[config.mk]
export PLATFORM = sky130hd
export DESIGN_NAME = irqt_fifo
export DESIGN_NICKNAME = d
export VERILOG_FILES = /design/src/hdl/irqt_pkg.sv /design/src/hdl/irqt_fifo.sv
export SDC_FILE = /design/constraint.sdc
export NUM_CORES = 1
export LEC_CHECK = 0
export BUFFER_PORTS_ARGS = -buffer_cell sky130_fd_sc_hd__buf_4
export CAP_MARGIN = 20
export CORE_MARGIN = 1
export CORE_UTILIZATION = 30
export DETAILED_ROUTE_END_ITERATION = 10
export PLACE_DENSITY = 0.55
export RECOVER_POWER = 25
export SLEW_MARGIN = 40
export SYNTH_ARGS = -nofsm -noshare
export SYNTH_HDL_FRONTEND = slang
export SYNTH_SLANG_ARGS = --single-unit
[constraint.sdc]
create_clock -name clk_i -period 2.35 [get_ports clk_i]
set_clock_uncertainty 0.15 [all_clocks]
set_input_delay 0.47 -clock clk_i [delete_from_list [all_inputs] [get_ports clk_i]]
set_output_delay 0.47 -clock clk_i [all_outputs]
set_load 0.1 [all_outputs]
[src/hdl/irqt_pkg.sv]
// shared types, codes and helpers for the quarter-turn image rotation block
// no dependencies
`timescale 1ns / 1ps

package irqt_pkg;

  localparam int unsigned MaxSide      = 256;
  localparam int unsigned MaxComps     = 4;
  localparam int unsigned SideW        = 9;   // 1..256
  localparam int unsigned CoordW       = 8;   // 0..255
  localparam int unsigned AddrW        = 16;  // frame store depth 65536
  localparam int unsigned PosW         = 17;  // 0..65536
  localparam int unsigned CompCntW     = 3;
  localparam int unsigned TurnsW       = 2;
  localparam int unsigned WordW        = 32;
  localparam int unsigned CfgIdxW      = 2;
  localparam int unsigned CfgDataW     = 9;
  localparam int unsigned FifoDepth    = 4;
  localparam int unsigned FifoPtrW     = 2;
  localparam int unsigned FifoCntW     = 3;

  // command codes
  localparam logic CMD_LOAD = 1'b0;
  localparam logic CMD_EMIT = 1'b1;

  // register indexes
  localparam logic [CfgIdxW-1:0] REG_WIDTH  = 2'd0;
  localparam logic [CfgIdxW-1:0] REG_HEIGHT = 2'd1;
  localparam logic [CfgIdxW-1:0] REG_COMPS  = 2'd2;
  localparam logic [CfgIdxW-1:0] REG_TURNS  = 2'd3;

  // settings as seen by the datapath, already clamped
  typedef struct packed {
    logic [SideW-1:0]    width;
    logic [SideW-1:0]    height;
    logic [CompCntW-1:0] comps;
    logic [TurnsW-1:0]   turns;
    logic [PosW-1:0]     total;
  } cfg_t;

  // one queued store operation
  typedef struct packed {
    logic             emit;
    logic [AddrW-1:0] addr;
    logic [WordW-1:0] data;
    logic             last;
  } op_t;

  function automatic logic [SideW-1:0] clamp_side(input logic [SideW-1:0] v);
    logic [SideW-1:0] r;
    r = v;
    if (v == '0) begin
      r = SideW'(1);
    end else if (v > SideW'(MaxSide)) begin
      r = SideW'(MaxSide);
    end
    return r;
  endfunction

  function automatic logic [CompCntW-1:0] clamp_comps(input logic [CompCntW-1:0] v);
    logic [CompCntW-1:0] r;
    r = v;
    if (v == '0) begin
      r = CompCntW'(1);
    end else if (v > CompCntW'(MaxComps)) begin
      r = CompCntW'(MaxComps);
    end
    return r;
  endfunction

endpackage

[src/hdl/irqt_fifo.sv]
// short op queue between front end and back end
// depends on irqt_pkg
`timescale 1ns / 1ps

module irqt_fifo (
  input  logic          clk_i,
  input  logic          rst_ni,
  input  logic          push_i,
  input  irqt_pkg::op_t op_i,
  output logic          full_o,
  input  logic          pop_i,
  output irqt_pkg::op_t head_o,
  output logic          empty_o
);

  irqt_pkg::op_t                 slots_q [irqt_pkg::FifoDepth];
  logic [irqt_pkg::FifoPtrW-1:0] wr_ptr_q, wr_ptr_d, rd_ptr_q, rd_ptr_d;
  logic [irqt_pkg::FifoCntW-1:0] count_q, count_d;

  assign full_o  = count_q == irqt_pkg::FifoCntW'(irqt_pkg::FifoDepth);
  assign empty_o = count_q == '0;
  assign head_o  = slots_q[rd_ptr_q];

  always_comb begin
    wr_ptr_d = push_i ? wr_ptr_q + 2'd1 : wr_ptr_q;
    rd_ptr_d = pop_i  ? rd_ptr_q + 2'd1 : rd_ptr_q;
    count_d  = count_q;
    if (push_i && !pop_i) begin
      count_d = count_q + 3'd1;
    end else if (pop_i && !push_i) begin
      count_d = count_q - 3'd1;
    end
  end

  always_ff @(posedge clk_i) begin
    if (push_i) begin
      slots_q[wr_ptr_q] <= op_i;
    end
  end

  always_ff @(posedge clk_i or negedge rst_ni) begin
    if (!rst_ni) begin
      wr_ptr_q <= '0;
      rd_ptr_q <= '0;
      count_q  <= '0;
    end else begin
      wr_ptr_q <= wr_ptr_d;
      rd_ptr_q <= rd_ptr_d;
      count_q  <= count_d;
    end
  end

endmodule

==> run_results.csv <==
group,metric,value,unit
route,antenna_left,0,
setup_path,ff2ff_path_depth,4,
route,num_vias,3593,
yosys,synth_compound_area_share,0.0653,%
setup_path,worst_path_largest_cell_delay,0.51,ns
cts,htreeDepth,1,
min_path,hold_end,"wr_ptr_q[0]",
setup_path,crit_required,1.73,ns
sta,finalHoldViolations,0,
floorplan,start_util,30.5,%
cts,cts_tree,"done",
sta,worst_pin_slew,0.461,ns
yosys,synth_warnings,0,
place,hpwl,8440,um
cells_and_area,instances_no_fill,814,
global_route,grt_pass1_vias,4002,
yosys,syn_area,0.00767,mm^2
setup_path,cp_cell_sequence,"buf_12 -> clkbuf_16 -> mux4_2 -> buf_6",
setup_path,critPathTopFamily,"buffers and inverters",
setup_path,r2r_setup_slack,0.64,ns
global_route,track_usage,11.1,%
setup_path,cp_max_fo,7,
cts,cts_buffers,23,
floorplan,die_y,162,um
cells_and_area,layout.nets,529,
global_route,overflow,0,
sta,post-route-period-util,111,%
yosys,syn_nets,356,
global_route,grt_first_pass_wirelength,22100,um
outcome,violations,"negative setup slack",
cells_and_area,fin_area,0.0102,mm^2
yosys,synthAdderAreaFrac,1.08,%
yosys,synthDistinctLibCells,20,
setup_path,cp_num_buf_inv,3,
setup_path,cp-start-kind,"flip-flop",
yosys,yosys.area_share.simple,0.636,%
floorplan,coreArea,0.0251,mm^2
min_path,hold_path.class,"primary input to flip-flop",
setup_path,cp_slowest_cell,"mux4_2",
yosys,synth_top_family_by_area,"multiplexers",
floorplan,ioPinCount,106,
cts,clk_pin_slew,0.06,ns
cells_and_area,syn2layout_area_growth,33.1,%
cts,cts_buffer_depth,3,
cells_and_area,drive_gt1_share,39.0,%
sta,finalSetupViolations,50,
sta,relSlewSlack,69.2,%
sta,rsz0062_at_grt,"true",
sta,period_needed,2.61,ns
cells_and_area,n_fill_cell,2266,
yosys,synth_seq_cells,207,
min_path,min_from,"push_i",
yosys,syn_avg_cell_area,25.9,um^2
place,numPortBuffers,105,
route,finalWirelength,14500,um
floorplan,die_x,162,um
global_route,antenna_found_initial,0,
setup_path,end_kind,"output pin",
cts,cts.sinks,207,
route,first_iter_violations,165,
cts,cts-root-buf,"clkbuf_16",
sta,timing.final.max_slew_violations,0,
place,place_area,0.00892,mm^2
setup_path,r2r_end,"slots_q[2][25]",
setup_path,crit_type,"flip-flop to output pin",
floorplan,num_rows,58,
place,place_congestion,0.647,
global_route,grt_max_degree,40,
yosys,synth-xor-area-share,0.685,%
outcome,outcome,"finished with violations",
yosys,synth_mux_area_share,14.9,%
yosys,synth_cells,296,
cells_and_area,num_antenna_cells,0,
sta,setup_slack,-0.256,ns
place,pre_cts_slack,0.222,ns
cts,insertion_delay,0.50,ns
sta,fmax,0.384,GHz
place,dp_cells,733,
job,max_cap_violations,0,
setup_path,cp.arrival,1.99,ns
route,drcViolationCount,0,
route,drtPass1Iterations,4,
setup_path,r2r_start,"wr_ptr_q[0]",
floorplan,die_area,0.0262,mm^2
route,wire_per_inst,17.8,um
yosys,ys_seq_area_share,80.6,%
min_path,min_path_cells,2,
route,vias_per_cell,4.41,
==> Yosys cell counts, drive strengths merged <==
cell,n,share of area [%]
and2,4,0.33
inv,4,0.20
mux2,1,0.15
xnor2,2,0.23
ha,5,0.82
o21ai,1,0.065
xor2,4,0.46
mux4,50,15
edfxtp,200,78
nor2,1,0.049
nand2,2,0.098
buf,11,1.8
clkbuf,1,0.049
nor3b,1,0.098
dfrtp,7,2.3
nor3,1,0.065
fa,1,0.26
==> cell type report <==
cell class / instances / area [um^2] / share of cell area [%]
clock buffer: 30 / 602 / 5.90
clock inverter: 10 / 100 / 0.981
multi-input combinational: 73 / 1340 / 13.2
timing repair buffer: 160 / 1550 / 15.2
sequential: 207 / 6190 / 60.6
tap: 330 / 413 / 4.05
inverter: 4 / 15.0 / 0.147
==> state kept, by name, indices dropped and copies added (netlist names) <==
| name | count |
|---|---|
| slots_q | 200 |
| count_q | 3 |
| rd_ptr_q | 2 |
| wr_ptr_q | 2 |
==> cells in the final DEF (no fill, tap or decap) <==
cell type and count:
and2_2 2, and2_4 2, buf_12 6, buf_16 1, buf_4 42, buf_6 47
buf_8 2, bufinv_16 2, clkbuf_1 32, clkbuf_16 27, clkinv_1 5, clkinv_2 1
clkinvlp_4 1, dfrtp_1 5, dfrtp_2 1, dfrtp_4 1, dlygate4sd3_1 33, edfxtp_1 200
fa_1 1, ha_1 5, inv_1 4, inv_6 1, mux2_2 1, mux4_2 50
nand2_1 2, nor2_1 1, nor3_2 1, nor3b_2 1, o21ai_0 1, xnor2_1 2
xor2_1 4
==> metal layers <==
| layer | global-route usage, % | routed length (um) | vias up | share of wire, % |
|---|---|---|---|---|
| met4 | 3.39 | 375 | 0 | 2.6 |
| met1 | 13.2 | 5740 | 1873 | 40 |
| li1 | - | - | 1597 | - |
| met5 | 0 | 0 | - | 0 |
| met3 | 2.83 | 831 | 28 | 5.7 |
| met2 | 19.7 | 7560 | 95 | 52 |
==> logic make-up after synthesis <==
family                   count (synthesis)
buffers and inverters                   16
AND/OR/NAND/NOR                          9
AO/OA/AOI/OAI                            1
XOR/XNOR                                 6
multiplexers                            51
flip-flops                             207
adder cells (fa/ha/maj)                  6
==> worst register-to-register path, cell delays in order (launching register included) <==
cell	delay, ns
dfrtp_1	0.42
inv_1	0.09
ha_1	0.13
and2_2	0.14
buf_4	0.40
==> per-stage QoR <==
| step | hold slack [ns] | setup TNS [ns] | util [%] |
|---|---|---|---|
| after floorplan | 0.0244 | 0 | - |
| after global placement | 0.141 | 0 | 35.5 |
| after detailed placement | 0.143 | 0 | 35.5 |
| after CTS | 0.00192 | -13.38 | 40.3 |
| after global routing | 0.0430 | -15.22 | 40.6 |
| final | 0.0614 | -11.56 | 40.6 |
==> repair_timing <==
item,4_1_cts,5_1_grt
hold endpoints to repair,106,16
resized for setup,52,5
setup buffers,2,2
gates cloned,0,4
hold buffers,29,4
endpoints found under the setup margin,50,50
==> worst max path at each step <==
stage,startpoint,endpoint,slack (ns),cells past startpoint
finish,rd_ptr_q[0],head_o[27],-0.26,4
detailed placement,rd_ptr_q[0],head_o[20],0.22,3
CTS,rd_ptr_q[0],head_o[36],-0.31,3
floorplan,count_q[0],full_o,0.05,1
global placement,rd_ptr_q[0],head_o[36],0.23,3
global route,rd_ptr_q[0],head_o[13],-0.33,4
Power is left out: the tool's default activity adds up to more than one toggle a clock period on the data nets, which glitch-free logic cannot reach.
