**src/hdl/irqt_pkg.sv**
```systemverilog
// shared types, codes and helpers for the quarter-turn image rotation block
// no dependencies
`timescale 1ns / 1ps

package irqt_pkg;

  localparam int unsigned MaxSide      = 256;
  localparam int unsigned MaxComps     = 4;
  localparam int unsigned SideW        = 9;   // 1..256
  localparam int unsigned CoordW       = 8;   // 0..255
  localparam int unsigned AddrW        = 16;  // frame store depth 65536
  localparam int unsigned PosW         = 17;  // 0..65536
  localparam int unsigned CompCntW     = 3;
  localparam int unsigned TurnsW       = 2;
  localparam int unsigned WordW        = 32;
  localparam int unsigned CfgIdxW      = 2;
  localparam int unsigned CfgDataW     = 9;
  localparam int unsigned FifoDepth    = 4;
  localparam int unsigned FifoPtrW     = 2;
  localparam int unsigned FifoCntW     = 3;

  // command codes
  localparam logic CMD_LOAD = 1'b0;
  localparam logic CMD_EMIT = 1'b1;

  // register indexes
  localparam logic [CfgIdxW-1:0] REG_WIDTH  = 2'd0;
  localparam logic [CfgIdxW-1:0] REG_HEIGHT = 2'd1;
  localparam logic [CfgIdxW-1:0] REG_COMPS  = 2'd2;
  localparam logic [CfgIdxW-1:0] REG_TURNS  = 2'd3;

  // settings as seen by the datapath, already clamped
  typedef struct packed {
    logic [SideW-1:0]    width;
    logic [SideW-1:0]    height;
    logic [CompCntW-1:0] comps;
    logic [TurnsW-1:0]   turns;
    logic [PosW-1:0]     total;
  } cfg_t;

  // one queued store operation
  typedef struct packed {
    logic             emit;
    logic [AddrW-1:0] addr;
    logic [WordW-1:0] data;
    logic             last;
  } op_t;

  function automatic logic [SideW-1:0] clamp_side(input logic [SideW-1:0] v);
    logic [SideW-1:0] r;
    r = v;
    if (v == '0) begin
      r = SideW'(1);
    end else if (v > SideW'(MaxSide)) begin
      r = SideW'(MaxSide);
    end
    return r;
  endfunction

  function automatic logic [CompCntW-1:0] clamp_comps(input logic [CompCntW-1:0] v);
    logic [CompCntW-1:0] r;
    r = v;
    if (v == '0) begin
      r = CompCntW'(1);
    end else if (v > CompCntW'(MaxComps)) begin
      r = CompCntW'(MaxComps);
    end
    return r;
  endfunction

endpackage

```
**src/hdl/irqt_front.sv**
```systemverilog
// front end: accepts words, tracks load and output positions, builds store ops
// depends on irqt_pkg
`timescale 1ns / 1ps

module irqt_front (
  input  logic                       clk_i,
  input  logic                       rst_ni,
  input  irqt_pkg::cfg_t             cfg_i,
  input  logic                       in_valid_i,
  output logic                       in_stall_o,
  input  logic                       command_i,
  input  logic [7:0]                 comp_a_i,
  input  logic [7:0]                 comp_b_i,
  input  logic [7:0]                 comp_c_i,
  input  logic [7:0]                 comp_d_i,
  input  logic                       q_full_i,
  output logic                       q_push_o,
  output irqt_pkg::op_t              q_op_o
);

  logic [irqt_pkg::PosW-1:0]   load_pos_q, load_pos_d;
  logic [irqt_pkg::CoordW-1:0] col_q, col_d, row_q, row_d;

  logic                        accept;
  logic                        load_ok;
  logic [irqt_pkg::SideW-1:0]  ow, oh;
  logic [irqt_pkg::SideW-1:0]  c9, r9, x9, y9;
  logic [irqt_pkg::CoordW-1:0] c, r;
  logic [16:0]                 prod;
  logic [irqt_pkg::AddrW-1:0]  emit_addr;
  logic                        last;

  assign in_stall_o = q_full_i;
  assign accept     = in_valid_i && !q_full_i;
  assign load_ok    = load_pos_q < cfg_i.total;

  always_comb begin
    ow = cfg_i.turns[0] ? cfg_i.height : cfg_i.width;
    oh = cfg_i.turns[0] ? cfg_i.width  : cfg_i.height;

    // restart when the position fell outside the current output size
    if ({1'b0, col_q} >= ow || {1'b0, row_q} >= oh) begin
      c = '0;
      r = '0;
    end else begin
      c = col_q;
      r = row_q;
    end
    c9 = {1'b0, c};
    r9 = {1'b0, r};

    case (cfg_i.turns)
      2'd0: begin
        x9 = c9;
        y9 = r9;
      end
      2'd1: begin
        x9 = r9;
        y9 = cfg_i.height - 9'd1 - c9;
      end
      2'd2: begin
        x9 = cfg_i.width - 9'd1 - c9;
        y9 = cfg_i.height - 9'd1 - r9;
      end
      default: begin
        x9 = cfg_i.width - 9'd1 - r9;
        y9 = c9;
      end
    endcase

    prod      = {9'b0, y9[7:0]} * {8'b0, cfg_i.width};
    emit_addr = prod[15:0] + {8'b0, x9[7:0]};
    last      = (c9 == ow - 9'd1) && (r9 == oh - 9'd1);
  end

  always_comb begin
    load_pos_d = load_pos_q;
    col_d      = col_q;
    row_d      = row_q;
    q_push_o   = 1'b0;
    q_op_o.emit = command_i;
    q_op_o.data = {comp_d_i, comp_c_i, comp_b_i, comp_a_i};
    q_op_o.last = last;
    q_op_o.addr = (command_i == irqt_pkg::CMD_EMIT) ? emit_addr
                                                    : load_pos_q[irqt_pkg::AddrW-1:0];
    if (accept) begin
      if (command_i == irqt_pkg::CMD_EMIT) begin
        q_push_o = 1'b1;
        if (c9 + 9'd1 < ow) begin
          col_d = c + 8'd1;
          row_d = r;
        end else begin
          col_d = '0;
          row_d = (r9 + 9'd1 < oh) ? r + 8'd1 : '0;
        end
      end else if (load_ok) begin
        // loads past the end of the frame are dropped
        q_push_o   = 1'b1;
        load_pos_d = load_pos_q + 17'd1;
      end
    end
  end

  always_ff @(posedge clk_i or negedge rst_ni) begin
    if (!rst_ni) begin
      load_pos_q <= '0;
      col_q      <= '0;
      row_q      <= '0;
    end else begin
      load_pos_q <= load_pos_d;
      col_q      <= col_d;
      row_q      <= row_d;
    end
  end

endmodule

```
**config.mk**
```make
export PLATFORM = sky130hd
export DESIGN_NAME = irqt_front
export DESIGN_NICKNAME = d
export VERILOG_FILES = /design/src/hdl/irqt_pkg.sv /design/src/hdl/irqt_front.sv
export SDC_FILE = /design/constraint.sdc
export NUM_CORES = 1
export LEC_CHECK = 0
export ABC_AREA = 1
export BUFFER_PORTS_ARGS = -buffer_cell sky130_fd_sc_hd__buf_2
export CAP_MARGIN = 20
export CORE_UTILIZATION = 60
export CTS_CLUSTER_DIAMETER = 150
export DETAILED_ROUTE_END_ITERATION = 12
export GPL_ROUTABILITY_DRIVEN = 0
export PLACE_DENSITY = 0.88
export SYNTH_ARGS = -nofsm -noshare
export SYNTH_HDL_FRONTEND = slang
export SYNTH_SLANG_ARGS = --single-unit
```
**constraint.sdc**
```tcl
create_clock -name clk_i -period 14.1 [get_ports clk_i]
set_input_delay 2.115 -clock clk_i [delete_from_list [all_inputs] [get_ports clk_i]]
set_output_delay 2.115 -clock clk_i [all_outputs]
set_load 0.01 [all_outputs]
```
==> results of run 1 <==
-- worst max path at each step --
| stage | startpoint | to | slack (ps) | cells past startpoint |
|---|---|---|---|---|
| after global routing | cfg_i[33] | q_op_o[47] | 90 | 48 |
| final | cfg_i[33] | q_op_o[47] | 540 | 47 |
| after CTS | cfg_i[17] | q_op_o[47] | 600 | 49 |
| after floorplan | cfg_i[17] | q_op_o[47] | 2150 | 48 |
| after global placement | cfg_i[17] | q_op_o[47] | 840 | 48 |
| after detailed placement | cfg_i[17] | q_op_o[47] | 670 | 49 |
-- worst max-delay path, delay by kind of cell --
kind	cells	cell delay, ps
fa+ha+maj	7	3140
compound gates	14	2550
simple gates	16	2210
buf+inv	10	1420
-- cell usage after synthesis, types with 8 or more instances --
cell type                    n  share of area, %
sky130_fd_sc_hd__fa_1       51                13
sky130_fd_sc_hd__or2_2       9              0.69
sky130_fd_sc_hd__nor2_4      8               1.1
sky130_fd_sc_hd__o21ai_1     8              0.49
sky130_fd_sc_hd__buf_4      38               3.5
sky130_fd_sc_hd__nand3_1    40               2.5
sky130_fd_sc_hd__a21oi_1    44               2.7
sky130_fd_sc_hd__nor3_1     22               1.4
sky130_fd_sc_hd__o22ai_1    14               1.1
sky130_fd_sc_hd__inv_2      10              0.46
sky130_fd_sc_hd__nor2_1    100               4.6
sky130_fd_sc_hd__inv_1     225                10
sky130_fd_sc_hd__clkbuf_1   10              0.46
sky130_fd_sc_hd__dfrtp_1    33                10
sky130_fd_sc_hd__xor2_1     46               5.0
sky130_fd_sc_hd__xnor2_1    10               1.1
sky130_fd_sc_hd__o21ai_0    71               4.4
sky130_fd_sc_hd__nand4_1    16               1.2
sky130_fd_sc_hd__nand2_1   215               9.9
sky130_fd_sc_hd__ha_1      112                17
-- power by group through the flow --
stage	logic, W	clock network (W)	registers (W)
after global placement	0.00150	0	0.000145
after floorplan	0.00116	0	0.000137
after global routing	0.00178	0.000136	0.000148
after CTS	0.00156	0.000132	0.000144
after detailed placement	0.00154	0	0.000146
final	0.00157	0.000131	0.000146
-- layout make-up --
| class | count | area, µm² |
|---|---|---|
| clock buffer | 5 | 125 |
| clock inverter | 3 | 46.3 |
| fill | 1185 | 4760 |
| inverter | 241 | 915 |
| multi-input combinational | 846 | 6020 |
| sequential | 33 | 826 |
| tap | 176 | 220 |
| timing repair buffer | 64 | 330 |
-- cells by family (layout without fill, tap and decap cells) --
logic type	Yosys count	count (layout)	share of synthesized area, %
xor gates and xnor gates	56	56	6.03
adders and majority gates	163	163	29.8
DFF	33	33	10.2
buffers and inverters	295	313	15.8
and+or+nand+nor	444	444	25.1
AOI/OAI and AO/OA	183	183	13.1
-- state kept, by name, summed over array words and instances (netlist names) --
| signal | count |
|---|---|
| row_q | 8 |
| col_q | 8 |
| load_pos_q | 17 |
-- routing by layer --
layer,up-vias,global-route usage [%]
met3,82,4.54
met5,-,0
li1,3758,-
met1,3617,42.6
met4,0,14.6
met2,423,48.8
-- per-stage QoR --
step	std cells	worst slack, ps	utilization [%]	cell area [µm²]
2_1_floorplan	1174	2150	-	8130
3_3_place_gp	1360	845	62.7	8310
3_5_place_dp	1360	671	62.7	8310
4_1_cts	1368	601	64.0	8480
5_1_grt	1368	92.9	64.0	8480
6_report	1368	543	64.0	8480
-- timing repair --
| action | 4_1_cts | 5_1_grt |
|---|---|---|
| buffers inserted | 0 | 0 |
| setup endpoints to repair | 0 | 1 |
| resized for setup | 0 | 1 |
==> flow_summary.html, run 1 <==
<table>
<tr><th>Metric</th><th>Value</th></tr>
<tr><th colspan="2">Floorplanning</th></tr>
<tr><td>Core area</td><td>about 0.013 mm²</td></tr>
<tr><td>Vert. Die Dim</td><td>around 120 µm</td></tr>
<tr><td>Number of rows created at floorplan</td><td>42</td></tr>
<tr><td>Total Die Area</td><td>approximately 0.014 mm²</td></tr>
<tr><td>Chip Width</td><td>between 100 and 150 µm</td></tr>
<tr><td>Starting utilization of the core area</td><td>61.4%</td></tr>
<tr><td>Number of placed I/O pins</td><td>roughly 130</td></tr>
<tr><th colspan="2">Synthesis</th></tr>
<tr><td>Yosys reg bits</td><td>33</td></tr>
<tr><td>Primary flip-flop cell chosen by synthesis mapping</td><td>sky130_fd_sc_hd__dfrtp_1</td></tr>
<tr><td>Proportion of synthesized chip area in sequential cells</td><td>10.2%</td></tr>
<tr><td>Synth Warn #</td><td>0</td></tr>
<tr><td>Post-synth EDFFs</td><td>0</td></tr>
<tr><td>Synth unique cells</td><td>49</td></tr>
<tr><td>Synthesized instance count</td><td>between 1000 and 1500</td></tr>
<tr><td>Avg Cell Area, Syn</td><td>6.93 µm²</td></tr>
<tr><td>Synthesized net count</td><td>approximately 1400</td></tr>
<tr><td>Synth async-reset ratio</td><td>100%</td></tr>
<tr><td>Post-Synthesis Cell Area</td><td>0.00813 mm²</td></tr>
<tr><th colspan="2">Detailed routing</th></tr>
<tr><td>Initial DRC count</td><td>around 700</td></tr>
<tr><td>Wire length after detailed routing</td><td>between 20 and 25 mm</td></tr>
<tr><td>Number of detailed-routing iterations run before antenna repair</td><td>8</td></tr>
<tr><td>Total met3 wirelength after detailed routing</td><td>approximately 2.1 mm</td></tr>
<tr><td>ANT nets after route</td><td>0</td></tr>
<tr><td>Highest routed layer</td><td>met4</td></tr>
<tr><td>Sum of met2 wire segment lengths after detailed routing</td><td>a little under 10 mm</td></tr>
<tr><td>Via total after detailed routing</td><td>7880</td></tr>
<tr><td>DRC</td><td>0</td></tr>
<tr><td>Post-route met1 wirelength</td><td>approximately 8.9 mm</td></tr>
<tr><td>Wire length per cell after detailed routing</td><td>around 16 µm</td></tr>
<tr><td>Vias per std cell</td><td>between 5 and 6</td></tr>
<tr><th colspan="2">Timing</th></tr>
<tr><td>Final setup violation count</td><td>0</td></tr>
<tr><td>Setup TNS</td><td>0 ps</td></tr>
<tr><td>Slew at the pin with the worst max-slew slack</td><td>just over 800 ps</td></tr>
<tr><td>Minimum period implied by the final worst setup slack</td><td>around 14000 ps</td></tr>
<tr><td>Post-route clock period utilization</td><td>a little over nine tenths</td></tr>
<tr><td>RSZ-0062 raised after global routing</td><td>no</td></tr>
<tr><td>Worst hold margin</td><td>489 ps</td></tr>
<tr><td>Fin Clk Skew</td><td>roughly 11 ps</td></tr>
<tr><td>Worst-case headroom to the max-slew limit</td><td>about 45%</td></tr>
<tr><td>Final hold violation count</td><td>0</td></tr>
<tr><td>Fmax</td><td>~74 MHz</td></tr>
<tr><td>Count of pins over their slew limit</td><td>0</td></tr>
<tr><th colspan="2">GRT</th></tr>
<tr><td>Initial antenna violation count</td><td>0</td></tr>
<tr><td>GR Util All Layers</td><td>31.2%</td></tr>
<tr><td>Largest net degree at the start of global routing</td><td>38</td></tr>
<tr><td>Number of global-route vias before repair</td><td>between 7000 and 8000</td></tr>
<tr><td>Global-route wire length before repair</td><td>roughly 35 mm</td></tr>
<tr><td>Overflow left after global routing</td><td>0</td></tr>
<tr><th colspan="2">Setup path</th></tr>
<tr><td>Kind of capture point of the worst setup path</td><td>output port</td></tr>
<tr><td>Max FO, Critical Path</td><td>13</td></tr>
<tr><td>Critical setup path kind</td><td>in -&gt; out</td></tr>
<tr><td>Required time at the worst-slack endpoint</td><td>approximately 12000 ps</td></tr>
<tr><td>Reg-to-reg setup timing slack</td><td>about 9300 ps</td></tr>
<tr><td>Reg2reg end</td><td>row_q[1]</td></tr>
<tr><td>Critical-path top delay cell</td><td>sky130_fd_sc_hd__o21ai_0</td></tr>
<tr><td>Number of cells on the worst reg-to-reg path</td><td>24</td></tr>
<tr><td>CP Launch Type</td><td>input pin</td></tr>
<tr><td>Data arrival time at the worst-slack endpoint</td><td>roughly 11000 ps</td></tr>
<tr><td>Longest individual stage delay on the worst path</td><td>550 ps</td></tr>
<tr><td>Crit path top cell by count</td><td>sky130_fd_sc_hd__inv_1</td></tr>
<tr><td>Reg2reg start</td><td>col_q[6]</td></tr>
<tr><th colspan="2">Power and ir drop</th></tr>
<tr><td>Internal power component</td><td>between 0.0008 and 0.0009 W</td></tr>
<tr><td>Leakage Power</td><td>between 4 and 5 nW</td></tr>
<tr><td>Total power of the final layout</td><td>between 0.0015 and 0.002 W</td></tr>
<tr><td>Maximum resistive drop on vdd</td><td>between 0.2 and 0.25 mV</td></tr>
<tr><td>Share of total power in the clock network</td><td>approximately 7%</td></tr>
<tr><td>Combinational cell fraction of total power</td><td>a little over four fifths</td></tr>
<tr><td>Relative contribution of sequential cells to total power</td><td>between 7 and 8%</td></tr>
<tr><td>Proportion of total power due to net switching</td><td>56.4%</td></tr>
<tr><td>Power per Cell Area</td><td>about 220 mW/mm²</td></tr>
<tr><td>Net switching power</td><td>roughly 0.0010 W</td></tr>
<tr><th colspan="2">Cells and area</th></tr>
<tr><td>Most common library cell in the layout ignoring fill and taps</td><td>sky130_fd_sc_hd__inv_1</td></tr>
<tr><td>Fraction of final layout cells sized beyond drive strength 1</td><td>between 10% and 20%</td></tr>
<tr><td>ANT cells</td><td>0</td></tr>
<tr><td>Most used cells in the layout excluding fill and tap cells</td><td>225 x sky130_fd_sc_hd__inv_1, 215 x sky130_fd_sc_hd__nand2_1, 112 x sky130_fd_sc_hd__ha_1, 100 x sky130_fd_sc_hd__nor2_1, 71 x sky130_fd_sc_hd__o21ai_0</td></tr>
<tr><td>Total number of nets in the final design</td><td>1431</td></tr>
<tr><td>Relative area change from synthesis to final layout</td><td>4.28%</td></tr>
<tr><th colspan="2">Hold path</th></tr>
<tr><td>Depth of the worst hold-timing path</td><td>1</td></tr>
<tr><td>HP Start</td><td>load_pos_q[16]</td></tr>
<tr><td>Endpoint of the worst hold-timing path</td><td>load_pos_q[16]</td></tr>
<tr><td>Class of the tightest hold or removal check</td><td>reg -&gt; reg</td></tr>
<tr><th colspan="2">Clock tree</th></tr>
<tr><td>Number of hold buffers added after cts</td><td>0</td></tr>
<tr><td>Clock buffer count from CTS</td><td>5</td></tr>
<tr><td>TritonCTS clock tree</td><td>built</td></tr>
<tr><td>Number of sinks on the clock net</td><td>33</td></tr>
<tr><td>CTS HTree Levels</td><td>2</td></tr>
<tr><td>Clock latency on the worst-skew pair</td><td>approximately 300 ps</td></tr>
<tr><td>Clock Root Buffer</td><td>sky130_fd_sc_hd__clkbuf_16</td></tr>
<tr><td>Maximum number of buffers from clock root to sink</td><td>2</td></tr>
<tr><td>Clock slew at the register clock pins of the worst setup and hold paths</td><td>~50 ps</td></tr>
<tr><th colspan="2">Outcome</th></tr>
<tr><td>Outcome</td><td>finished clean</td></tr>
<tr><th colspan="2">Run</th></tr>
<tr><td>Max capacitance violation total</td><td>0</td></tr>
<tr><th colspan="2">Placed design</th></tr>
<tr><td>HPWL reported at the end of detailed placement</td><td>17.5 mm</td></tr>
<tr><td>Buffers added on ports</td><td>61</td></tr>
</table>
Note: power is estimated with default switching activity, not from simulation.
==> run 2: changes to the inputs <==
--- a/config.mk
+++ b/config.mk
@@ -13,6 +13,7 @@
 export DETAILED_ROUTE_END_ITERATION = 12
 export GPL_ROUTABILITY_DRIVEN = 0
 export PLACE_DENSITY = 0.88
+export SLEW_MARGIN = 20
 export SYNTH_ARGS = -nofsm -noshare
 export SYNTH_HDL_FRONTEND = slang
 export SYNTH_SLANG_ARGS = --single-unit
==> constraint.sdc (replaced) <==
create_clock -name clk_i -period 15.29 [get_ports clk_i]
set_input_delay 2.2935 -clock clk_i [delete_from_list [all_inputs] [get_ports clk_i]]
set_output_delay 2.2935 -clock clk_i [all_outputs]
set_load 0.01 [all_outputs]
==> run 2 against run 1 <==
Net effect:
- worst setup slack improved by 820 ps
- sequential share of layout area barely moved
- first-iteration DRC count is 8.0% lower
- highest routed layer unchanged
==> flow_summary.html, run 2 (synthesis gave the netlist of run 1 again) <==
<table>
<tr><th>Metric</th><th>Value</th></tr>
<tr><th colspan="2">Clock tree</th></tr>
<tr><td>Clock latency on the worst-skew pair</td><td>280 ps (-20 ps)</td></tr>
<tr><td>Number of hold buffers added after cts</td><td>0 (unchanged)</td></tr>
<tr><td>Maximum number of buffers from clock root to sink</td><td>2 (unchanged)</td></tr>
<tr><td>TritonCTS clock tree</td><td>built</td></tr>
<tr><td>Post-CTS Setup Repair Bufs</td><td>0 (unchanged)</td></tr>
<tr><td>Clock slew at the register clock pins of the worst setup and hold paths</td><td>50 ps (about the same)</td></tr>
<tr><td>Cells resized by post-CTS repair</td><td>0 (unchanged)</td></tr>
<tr><td>CTS HTree Levels</td><td>2 (unchanged)</td></tr>
<tr><td>Clock buffer count from CTS</td><td>5 (unchanged)</td></tr>
<tr><td>Number of sinks on the clock net</td><td>33 (unchanged)</td></tr>
<tr><td>Clock Root Buffer</td><td>sky130_fd_sc_hd__clkbuf_16</td></tr>
<tr><th colspan="2">Floorplanning</th></tr>
<tr><td>Number of placed I/O pins</td><td>129 (unchanged)</td></tr>
<tr><td>Core area</td><td>0.0132 mm² (unchanged)</td></tr>
<tr><td>Chip Width</td><td>118 µm (unchanged)</td></tr>
<tr><td>Vert. Die Dim</td><td>118 µm (unchanged)</td></tr>
<tr><td>Starting utilization of the core area</td><td>61.4% (unchanged)</td></tr>
<tr><td>Number of rows created at floorplan</td><td>42 (unchanged)</td></tr>
<tr><td>Total Die Area</td><td>0.0140 mm² (unchanged)</td></tr>
<tr><th colspan="2">GRT</th></tr>
<tr><td>Global-route wire length before repair</td><td>34.4 mm (-2.2%)</td></tr>
<tr><td>GR Util All Layers</td><td>30.4% (-0.84 points)</td></tr>
<tr><td>Number of global-route vias before repair</td><td>7309 (-0.60%)</td></tr>
<tr><td>Largest net degree at the start of global routing</td><td>38 (unchanged)</td></tr>
<tr><td>Initial antenna violation count</td><td>0 (unchanged)</td></tr>
<tr><td>Overflow left after global routing</td><td>0 (unchanged)</td></tr>
<tr><th colspan="2">Detailed routing</th></tr>
<tr><td>Wire length per cell after detailed routing</td><td>15.3 µm (-3.0%)</td></tr>
<tr><td>ANT nets after route</td><td>0 (unchanged)</td></tr>
<tr><td>Initial DRC count</td><td>632 (-8.0%)</td></tr>
<tr><td>Number of detailed-routing iterations run before antenna repair</td><td>6 (-2)</td></tr>
<tr><td>DRC</td><td>0 (unchanged)</td></tr>
<tr><td>Via total after detailed routing</td><td>7816 (-0.81%)</td></tr>
<tr><td>Wire length after detailed routing</td><td>20.9 mm (-3.1%)</td></tr>
<tr><td>Vias per std cell</td><td>5.72 (-0.74%)</td></tr>
<tr><th colspan="2">Timing</th></tr>
<tr><td>Final setup violation count</td><td>0 (unchanged)</td></tr>
<tr><td>Fmax</td><td>slightly above 70 MHz</td></tr>
<tr><td>RSZ-0062 raised after global routing</td><td>no</td></tr>
<tr><td>Post-route clock period utilization</td><td>between 90% and 100%</td></tr>
<tr><td>Minimum period implied by the final worst setup slack</td><td>about 14000 ps</td></tr>
<tr><td>Fin Clk Skew</td><td>6.87 ps (-3.97 ps)</td></tr>
<tr><td>Final worst slack</td><td>1360 ps (+816 ps)</td></tr>
<tr><td>Count of pins over their slew limit</td><td>0 (unchanged)</td></tr>
<tr><td>Worst-case headroom to the max-slew limit</td><td>45.9% (+0.56 points)</td></tr>
<tr><td>Slew at the pin with the worst max-slew slack</td><td>803 ps (-16.8 ps)</td></tr>
<tr><td>Setup TNS</td><td>0 ps (unchanged)</td></tr>
<tr><td>Final hold violation count</td><td>0 (unchanged)</td></tr>
<tr><th colspan="2">Cells and area</th></tr>
<tr><td>Fraction of final layout cells sized beyond drive strength 1</td><td>10.9% (-0.075 points)</td></tr>
<tr><td>Relative area change from synthesis to final layout</td><td>4.22% (about the same)</td></tr>
<tr><td>Most used cells in the layout excluding fill and tap cells</td><td>225 x sky130_fd_sc_hd__inv_1, 215 x sky130_fd_sc_hd__nand2_1, 112 x sky130_fd_sc_hd__ha_1, 100 x sky130_fd_sc_hd__nor2_1, 71 x sky130_fd_sc_hd__o21ai_0</td></tr>
<tr><td>ANT cells</td><td>0 (unchanged)</td></tr>
<tr><td>Biggest register</td><td>load_pos_q</td></tr>
<tr><td>Biggest regs</td><td>load_pos_q x17, col_q x8, row_q x8</td></tr>
<tr><td>Most common library cell in the layout ignoring fill and taps</td><td>sky130_fd_sc_hd__inv_1</td></tr>
<tr><td>Total number of nets in the final design</td><td>1430 (-0.070%)</td></tr>
<tr><td>Largest register FFs</td><td>17 (unchanged)</td></tr>
<tr><td>Fillcell total</td><td>1187 (+0.17%)</td></tr>
<tr><th colspan="2">Setup path</th></tr>
<tr><td>Reg2reg end</td><td>row_q[5]</td></tr>
<tr><td>Max FO, Critical Path</td><td>37 (+24)</td></tr>
<tr><td>Number of cells on the worst reg-to-reg path</td><td>24 (unchanged)</td></tr>
<tr><td>CP Launch Type</td><td>input pin</td></tr>
<tr><td>Critical setup path kind</td><td>in -&gt; out</td></tr>
<tr><td>Required time at the worst-slack endpoint</td><td>13000 ps (+1020 ps)</td></tr>
<tr><td>Kind of capture point of the worst setup path</td><td>output port</td></tr>
<tr><td>Critical-path top delay cell</td><td>sky130_fd_sc_hd__fa_1</td></tr>
<tr><td>First element of the critical path</td><td>cfg_i[17]</td></tr>
<tr><td>Longest individual stage delay on the worst path</td><td>540 ps (about the same)</td></tr>
<tr><td>Destination of the critical timing path</td><td>q_op_o[47]</td></tr>
<tr><td>Reg-to-reg setup timing slack</td><td>10600 ps (+1350 ps)</td></tr>
<tr><td>Reg2reg start</td><td>col_q[6]</td></tr>
<tr><td>Data arrival time at the worst-slack endpoint</td><td>11640 ps (+200 ps)</td></tr>
<tr><th colspan="2">Hold path</th></tr>
<tr><td>Class of the tightest hold or removal check</td><td>reg -&gt; reg</td></tr>
<tr><th colspan="2">Placed design</th></tr>
<tr><td>Buffers added on ports</td><td>61 (unchanged)</td></tr>
<tr><td>DP Worst Slack</td><td>1520 ps (+848 ps)</td></tr>
<tr><td>HPWL reported at the end of detailed placement</td><td>17.4 mm (-0.46%)</td></tr>
<tr><th colspan="2">Power and ir drop</th></tr>
<tr><td>Leakage Power</td><td>4.62 nW (about the same)</td></tr>
<tr><td>Maximum resistive drop on vdd</td><td>0.147 mV (-34%)</td></tr>
<tr><td>Power per Cell Area</td><td>200 mW/mm² (-8.2%)</td></tr>
<tr><th colspan="2">Outcome</th></tr>
<tr><td>Outcome</td><td>finished clean</td></tr>
<tr><th colspan="2">Run</th></tr>
<tr><td>Max capacitance violation total</td><td>0 (unchanged)</td></tr>
</table>
-- run 2: changes by cell type in the layout (fill, tap and decap cells not counted) --
cell,change
sky130_fd_sc_hd__buf_4,-1
sky130_fd_sc_hd__clkbuf_4,-1
sky130_fd_sc_hd__clkinv_4,-1
sky130_fd_sc_hd__clkbuf_8,+1
sky130_fd_sc_hd__buf_2,+1
-- run 2: layer usage --
layer | track usage, % | vias up | part of all wire (%)
li1 | - | 3755 | -
met1 | 40.5 | 3580 | 40
met2 | 48.0 | 400 | 45
met3 | 4.78 | 81 | 10
met4 | 15.0 | 0 | 4.3
met5 | 0 | - | 0
-- run 2: report_power, final --
group,internal (W),switching (W)
combinational,0.000556,0.000881
sequential,0.000108,0.0000259
clock,0.0000813,0.0000394
total,0.000746,0.000947
-- run 2: area by class of cell --
cell class              instances  area [µm²]  share of cell area (%)
clock buffers                   6         139                    1.64
clock inverters                 2        37.5                   0.443
inverters                     241         915                    10.8
multi-input cells             846        6020                    71.0
flip-flops and latches         33         826                    9.74
well taps                     176         220                    2.60
repair buffers                 63         320                    3.78
-- run 2: critical path, delay by kind of cell --
kind | cells | cell delay, ps
AO/OA/AOI/OAI | 14 | 2160
buffers and inverters | 10 | 1560
AND/OR/NAND/NOR | 17 | 2520
adder cells (fa/ha/maj) | 7 | 3060
-- run 2: stage by stage --
stage | cell area [µm²] | hold slack [ps] | util, % | instances | power [W]
floorplan | 8130 | 449 | - | 1174 | 0.00120
global placement | 8300 | 473 | 62.7 | 1359 | 0.00152
detailed placement | 8300 | 482 | 62.7 | 1359 | 0.00156
CTS | 8480 | 500 | 64.0 | 1367 | 0.00169
global route | 8480 | 527 | 64.0 | 1367 | 0.00190
finish | 8480 | 491 | 64.0 | 1367 | 0.00169
-- run 2: worst min path at each step --
stage / start / end / slack (ps) / cells past startpoint
final: load_pos_q[16] / load_pos_q[16] / 490 / 1
after global routing: load_pos_q[16] / load_pos_q[16] / 530 / 1
after CTS: load_pos_q[16] / load_pos_q[16] / 500 / 1
after detailed placement: load_pos_q[16] / load_pos_q[16] / 480 / 1
after global placement: load_pos_q[16] / load_pos_q[16] / 470 / 1
after floorplan: load_pos_q[16] / load_pos_q[16] / 450 / 1
==> run 3: changes to the inputs <==
==> constraint.sdc (replaced) <==
create_clock -name clk_i -period 15.29 [get_ports clk_i]
set_input_delay 3.058 -clock clk_i [delete_from_list [all_inputs] [get_ports clk_i]]
set_output_delay 3.058 -clock clk_i [all_outputs]
set_load 0.01 [all_outputs]
==> run 3 against run 2 <==
Net effect:
- first-iteration DRC count grew 54%
- routed wire length grew 6.9%
- worst setup slack lost 800 ps
- power grew 1.1%
- clock power shrank 12%
- highest routed layer unchanged
==> flow_summary.html, run 3 (synthesis gave the netlist of run 1 again) <==
<table>
<tr><th>Metric</th><th>Value</th></tr>
<tr><th colspan="2">Outcome</th></tr>
<tr><td>Outcome</td><td>finished clean</td></tr>
<tr><th colspan="2">Setup path</th></tr>
<tr><td>Critical setup path kind</td><td>in -&gt; out</td></tr>
<tr><td>Reg-to-reg setup timing slack</td><td>10640 ps (+40 ps)</td></tr>
<tr><td>Data arrival time at the worst-slack endpoint</td><td>11680 ps (+40 ps)</td></tr>
<tr><td>Reg2reg end</td><td>row_q[2]</td></tr>
<tr><td>Reg2reg start</td><td>row_q[4]</td></tr>
<tr><td>Kind of capture point of the worst setup path</td><td>output port</td></tr>
<tr><td>Longest individual stage delay on the worst path</td><td>570 ps (+30 ps)</td></tr>
<tr><td>Critical-path top delay cell</td><td>sky130_fd_sc_hd__fa_1</td></tr>
<tr><td>Required time at the worst-slack endpoint</td><td>12230 ps (-770 ps)</td></tr>
<tr><td>CP Launch Type</td><td>input pin</td></tr>
<tr><td>Max FO, Critical Path</td><td>34 (-8.1%)</td></tr>
<tr><td>Number of cells on the worst reg-to-reg path</td><td>26 (+8.3%)</td></tr>
<tr><th colspan="2">Cells and area</th></tr>
<tr><td>Biggest regs</td><td>load_pos_q x17, col_q x8, row_q x8</td></tr>
<tr><td>Fraction of final layout cells sized beyond drive strength 1</td><td>12.4% (+1.5 points)</td></tr>
<tr><td>Total number of nets in the final design</td><td>1447 (+1.2%)</td></tr>
<tr><td>Relative area change from synthesis to final layout</td><td>5.80%</td></tr>
<tr><td>Biggest register</td><td>load_pos_q</td></tr>
<tr><td>Fillcell total</td><td>1146 (-3.5%)</td></tr>
<tr><td>Finished Cell Area</td><td>0.00860 mm² (+1.5%)</td></tr>
<tr><td>Most used cells in the layout excluding fill and tap cells</td><td>225 x sky130_fd_sc_hd__inv_1, 215 x sky130_fd_sc_hd__nand2_1, 112 x sky130_fd_sc_hd__ha_1, 100 x sky130_fd_sc_hd__nor2_1, 67 x sky130_fd_sc_hd__o21ai_0</td></tr>
<tr><td>ANT cells</td><td>0 (unchanged)</td></tr>
<tr><td>Largest register FFs</td><td>17 (unchanged)</td></tr>
<tr><td>Most common library cell in the layout ignoring fill and taps</td><td>sky130_fd_sc_hd__inv_1</td></tr>
<tr><th colspan="2">Floorplanning</th></tr>
<tr><td>Chip Width</td><td>118 µm (unchanged)</td></tr>
<tr><td>Number of placed I/O pins</td><td>129 (unchanged)</td></tr>
<tr><td>Total Die Area</td><td>0.0140 mm² (unchanged)</td></tr>
<tr><td>Starting utilization of the core area</td><td>61.4% (unchanged)</td></tr>
<tr><td>Vert. Die Dim</td><td>118 µm (unchanged)</td></tr>
<tr><td>Number of rows created at floorplan</td><td>42 (unchanged)</td></tr>
<tr><td>Core area</td><td>0.0132 mm² (unchanged)</td></tr>
<tr><th colspan="2">Detailed routing</th></tr>
<tr><td>Highest routed layer</td><td>met4</td></tr>
<tr><td>Wire length per cell after detailed routing</td><td>16.2 µm (+5.6%)</td></tr>
<tr><td>Post-route met1 wirelength</td><td>8.90 mm (+5.7%)</td></tr>
<tr><td>ANT nets after route</td><td>0 (unchanged)</td></tr>
<tr><td>Number of detailed-routing iterations run before antenna repair</td><td>7 (+1)</td></tr>
<tr><td>Via total after detailed routing</td><td>8155 (+4.3%)</td></tr>
<tr><td>Vias per std cell</td><td>5.90 (+3.1%)</td></tr>
<tr><td>Sum of met2 wire segment lengths after detailed routing</td><td>9.94 mm (+4.4%)</td></tr>
<tr><td>Initial DRC count</td><td>972 (+54%)</td></tr>
<tr><td>Wire length after detailed routing</td><td>22.4 mm (+6.9%)</td></tr>
<tr><td>Total met3 wirelength after detailed routing</td><td>2.29 mm (+8.8%)</td></tr>
<tr><td>DRC</td><td>0 (unchanged)</td></tr>
<tr><th colspan="2">GRT</th></tr>
<tr><td>GR Util All Layers</td><td>32.6% (+2.2 points)</td></tr>
<tr><td>Initial antenna violation count</td><td>0 (unchanged)</td></tr>
<tr><td>Largest net degree at the start of global routing</td><td>35 (-7.9%)</td></tr>
<tr><td>Overflow left after global routing</td><td>0 (unchanged)</td></tr>
<tr><td>Number of global-route vias before repair</td><td>7629 (+4.4%)</td></tr>
<tr><td>Global-route wire length before repair</td><td>36.2 mm (+5.3%)</td></tr>
<tr><th colspan="2">Timing</th></tr>
<tr><td>Fmax</td><td>67.9 MHz (-5.4%)</td></tr>
<tr><td>Post-route clock period utilization</td><td>96.4% (+5.2 points)</td></tr>
<tr><td>Minimum period implied by the final worst setup slack</td><td>14730 ps (+802 ps)</td></tr>
<tr><td>Setup TNS</td><td>0 ps (unchanged)</td></tr>
<tr><td>Worst-case headroom to the max-slew limit</td><td>45.0% (-0.87 points)</td></tr>
<tr><td>Count of pins over their slew limit</td><td>0 (unchanged)</td></tr>
<tr><td>Final hold violation count</td><td>0 (unchanged)</td></tr>
<tr><td>RSZ-0062 raised after global routing</td><td>no</td></tr>
<tr><td>Final setup violation count</td><td>0 (unchanged)</td></tr>
<tr><td>Slew at the pin with the worst max-slew slack</td><td>825 ps (+21.5 ps)</td></tr>
<tr><td>Final worst slack</td><td>556 ps (-802 ps)</td></tr>
<tr><td>Fin Clk Skew</td><td>8.80 ps (+1.93 ps)</td></tr>
<tr><th colspan="2">Power and ir drop</th></tr>
<tr><td>Relative contribution of sequential cells to total power</td><td>7.8% (about the same)</td></tr>
<tr><td>Leakage Power</td><td>4.69 nW (+1.6%)</td></tr>
<tr><td>Proportion of total power due to net switching</td><td>56.7% (+0.79 points)</td></tr>
<tr><td>Share of total power in the clock network</td><td>6.2% (-0.9 points)</td></tr>
<tr><td>Net switching power</td><td>0.000971 W (+2.5%)</td></tr>
<tr><td>Internal power component</td><td>0.000740 W (-0.74%)</td></tr>
<tr><td>Combinational cell fraction of total power</td><td>86.0% (+1.0 points)</td></tr>
<tr><td>Maximum resistive drop on vdd</td><td>0.170 mV (+16%)</td></tr>
<tr><td>Power per Cell Area</td><td>199 mW/mm² (-0.43%)</td></tr>
<tr><th colspan="2">Placed design</th></tr>
<tr><td>Placed cell area</td><td>0.00841 mm² (+1.4%)</td></tr>
<tr><td>HPWL reported at the end of detailed placement</td><td>18.2 mm (+4.8%)</td></tr>
<tr><td>DP Worst Slack</td><td>342 ps (-1180 ps)</td></tr>
<tr><td>Buffers added on ports</td><td>61 (unchanged)</td></tr>
<tr><th colspan="2">Hold path</th></tr>
<tr><td>HP Start</td><td>load_pos_q[16]</td></tr>
<tr><td>Depth of the worst hold-timing path</td><td>1 (unchanged)</td></tr>
<tr><td>Endpoint of the worst hold-timing path</td><td>load_pos_q[16]</td></tr>
<tr><td>Class of the tightest hold or removal check</td><td>reg -&gt; reg</td></tr>
<tr><th colspan="2">Clock tree</th></tr>
<tr><td>Number of sinks on the clock net</td><td>33 (unchanged)</td></tr>
<tr><td>Clock buffer count from CTS</td><td>5 (unchanged)</td></tr>
<tr><td>CTS HTree Levels</td><td>2 (unchanged)</td></tr>
<tr><td>Maximum number of buffers from clock root to sink</td><td>2 (unchanged)</td></tr>
<tr><td>TritonCTS clock tree</td><td>built</td></tr>
<tr><td>Clock Root Buffer</td><td>sky130_fd_sc_hd__clkbuf_16</td></tr>
<tr><td>Clock slew at the register clock pins of the worst setup and hold paths</td><td>60 ps (about the same)</td></tr>
<tr><td>Clock latency on the worst-skew pair</td><td>290 ps (about the same)</td></tr>
<tr><th colspan="2">Run</th></tr>
<tr><td>Max capacitance violation total</td><td>0 (unchanged)</td></tr>
</table>
[run 3: changes by cell type in the layout (fill, tap and decap cells not counted), sizes merged]
cell and change:
buf +17, bufinv -1, clkinv -2, clkinvlp +2
[run 3: timing repair]
| action | 4_1_cts | 5_1_grt |
|---|---|---|
| resized for setup | 0 | 13 |
| hold endpoints to repair | 0 | 0 |
| buffers inserted | 0 | 2 |
| endpoints found under the setup margin | 0 | 2 |
| hold buffers | 0 | 0 |
[run 3: worst max path at each step]
stage | from | end | slack [ps] | cells after the start
after floorplan | cfg_i[17] | q_op_o[47] | 1460 | 48
after detailed placement | cfg_i[33] | q_op_o[47] | 340 | 47
after global placement | cfg_i[17] | q_op_o[47] | 430 | 48
final | cfg_i[17] | q_op_o[47] | 560 | 47
after CTS | cfg_i[17] | q_op_o[47] | 290 | 48
after global routing | cfg_i[17] | q_op_o[47] | 40 | 53
[run 3: power by group through the flow]
| stage | Sequential [W] | Combinational, W | Clock, W |
|---|---|---|---|
| global route | 0.000137 | 0.00168 | 0.000111 |
| global placement | 0.000134 | 0.00140 | 0 |
| CTS | 0.000133 | 0.00146 | 0.000107 |
| finish | 0.000134 | 0.00147 | 0.000106 |
| detailed placement | 0.000134 | 0.00145 | 0 |
| floorplan | 0.000127 | 0.00107 | 0 |
[run 3: layout make-up]
type	count	area, µm²	area share [%]
Tap cell	176	220	2.56
Sequential cell	33	826	9.60
Timing Repair Buffer	80	458	5.32
Clock inverter	1	7.51	0.0872
Multi-Input combinational cell	846	6030	70.1
Inverter	241	922	10.7
Clock buffer	6	139	1.61
[run 3: worst max-delay path: cells and delay by family]
kind | cells | cell delay, ps
and+or+nand+nor | 16 | 2200
AOI/OAI and AO/OA | 14 | 2150
adders and majority gates | 7 | 3070
buffers and inverters | 10 | 1160
[run 3: stage by stage]
step                util, %  cells  total power [W]  hold WS [ps]
detailed placement     63.5   1374          0.00158           473
global route           65.0   1383          0.00192           508
global placement       63.5   1374          0.00153           476
finish                 65.0   1383          0.00171           485
floorplan                 -   1174          0.00120           449
CTS                    64.6   1381          0.00170           490
[run 3: per-layer routing]
metal	global-route usage [%]	vias up
met5	0	-
met4	17.9	0
met3	4.97	118
met2	51.2	518
met1	43.0	3730
li1	-	3789
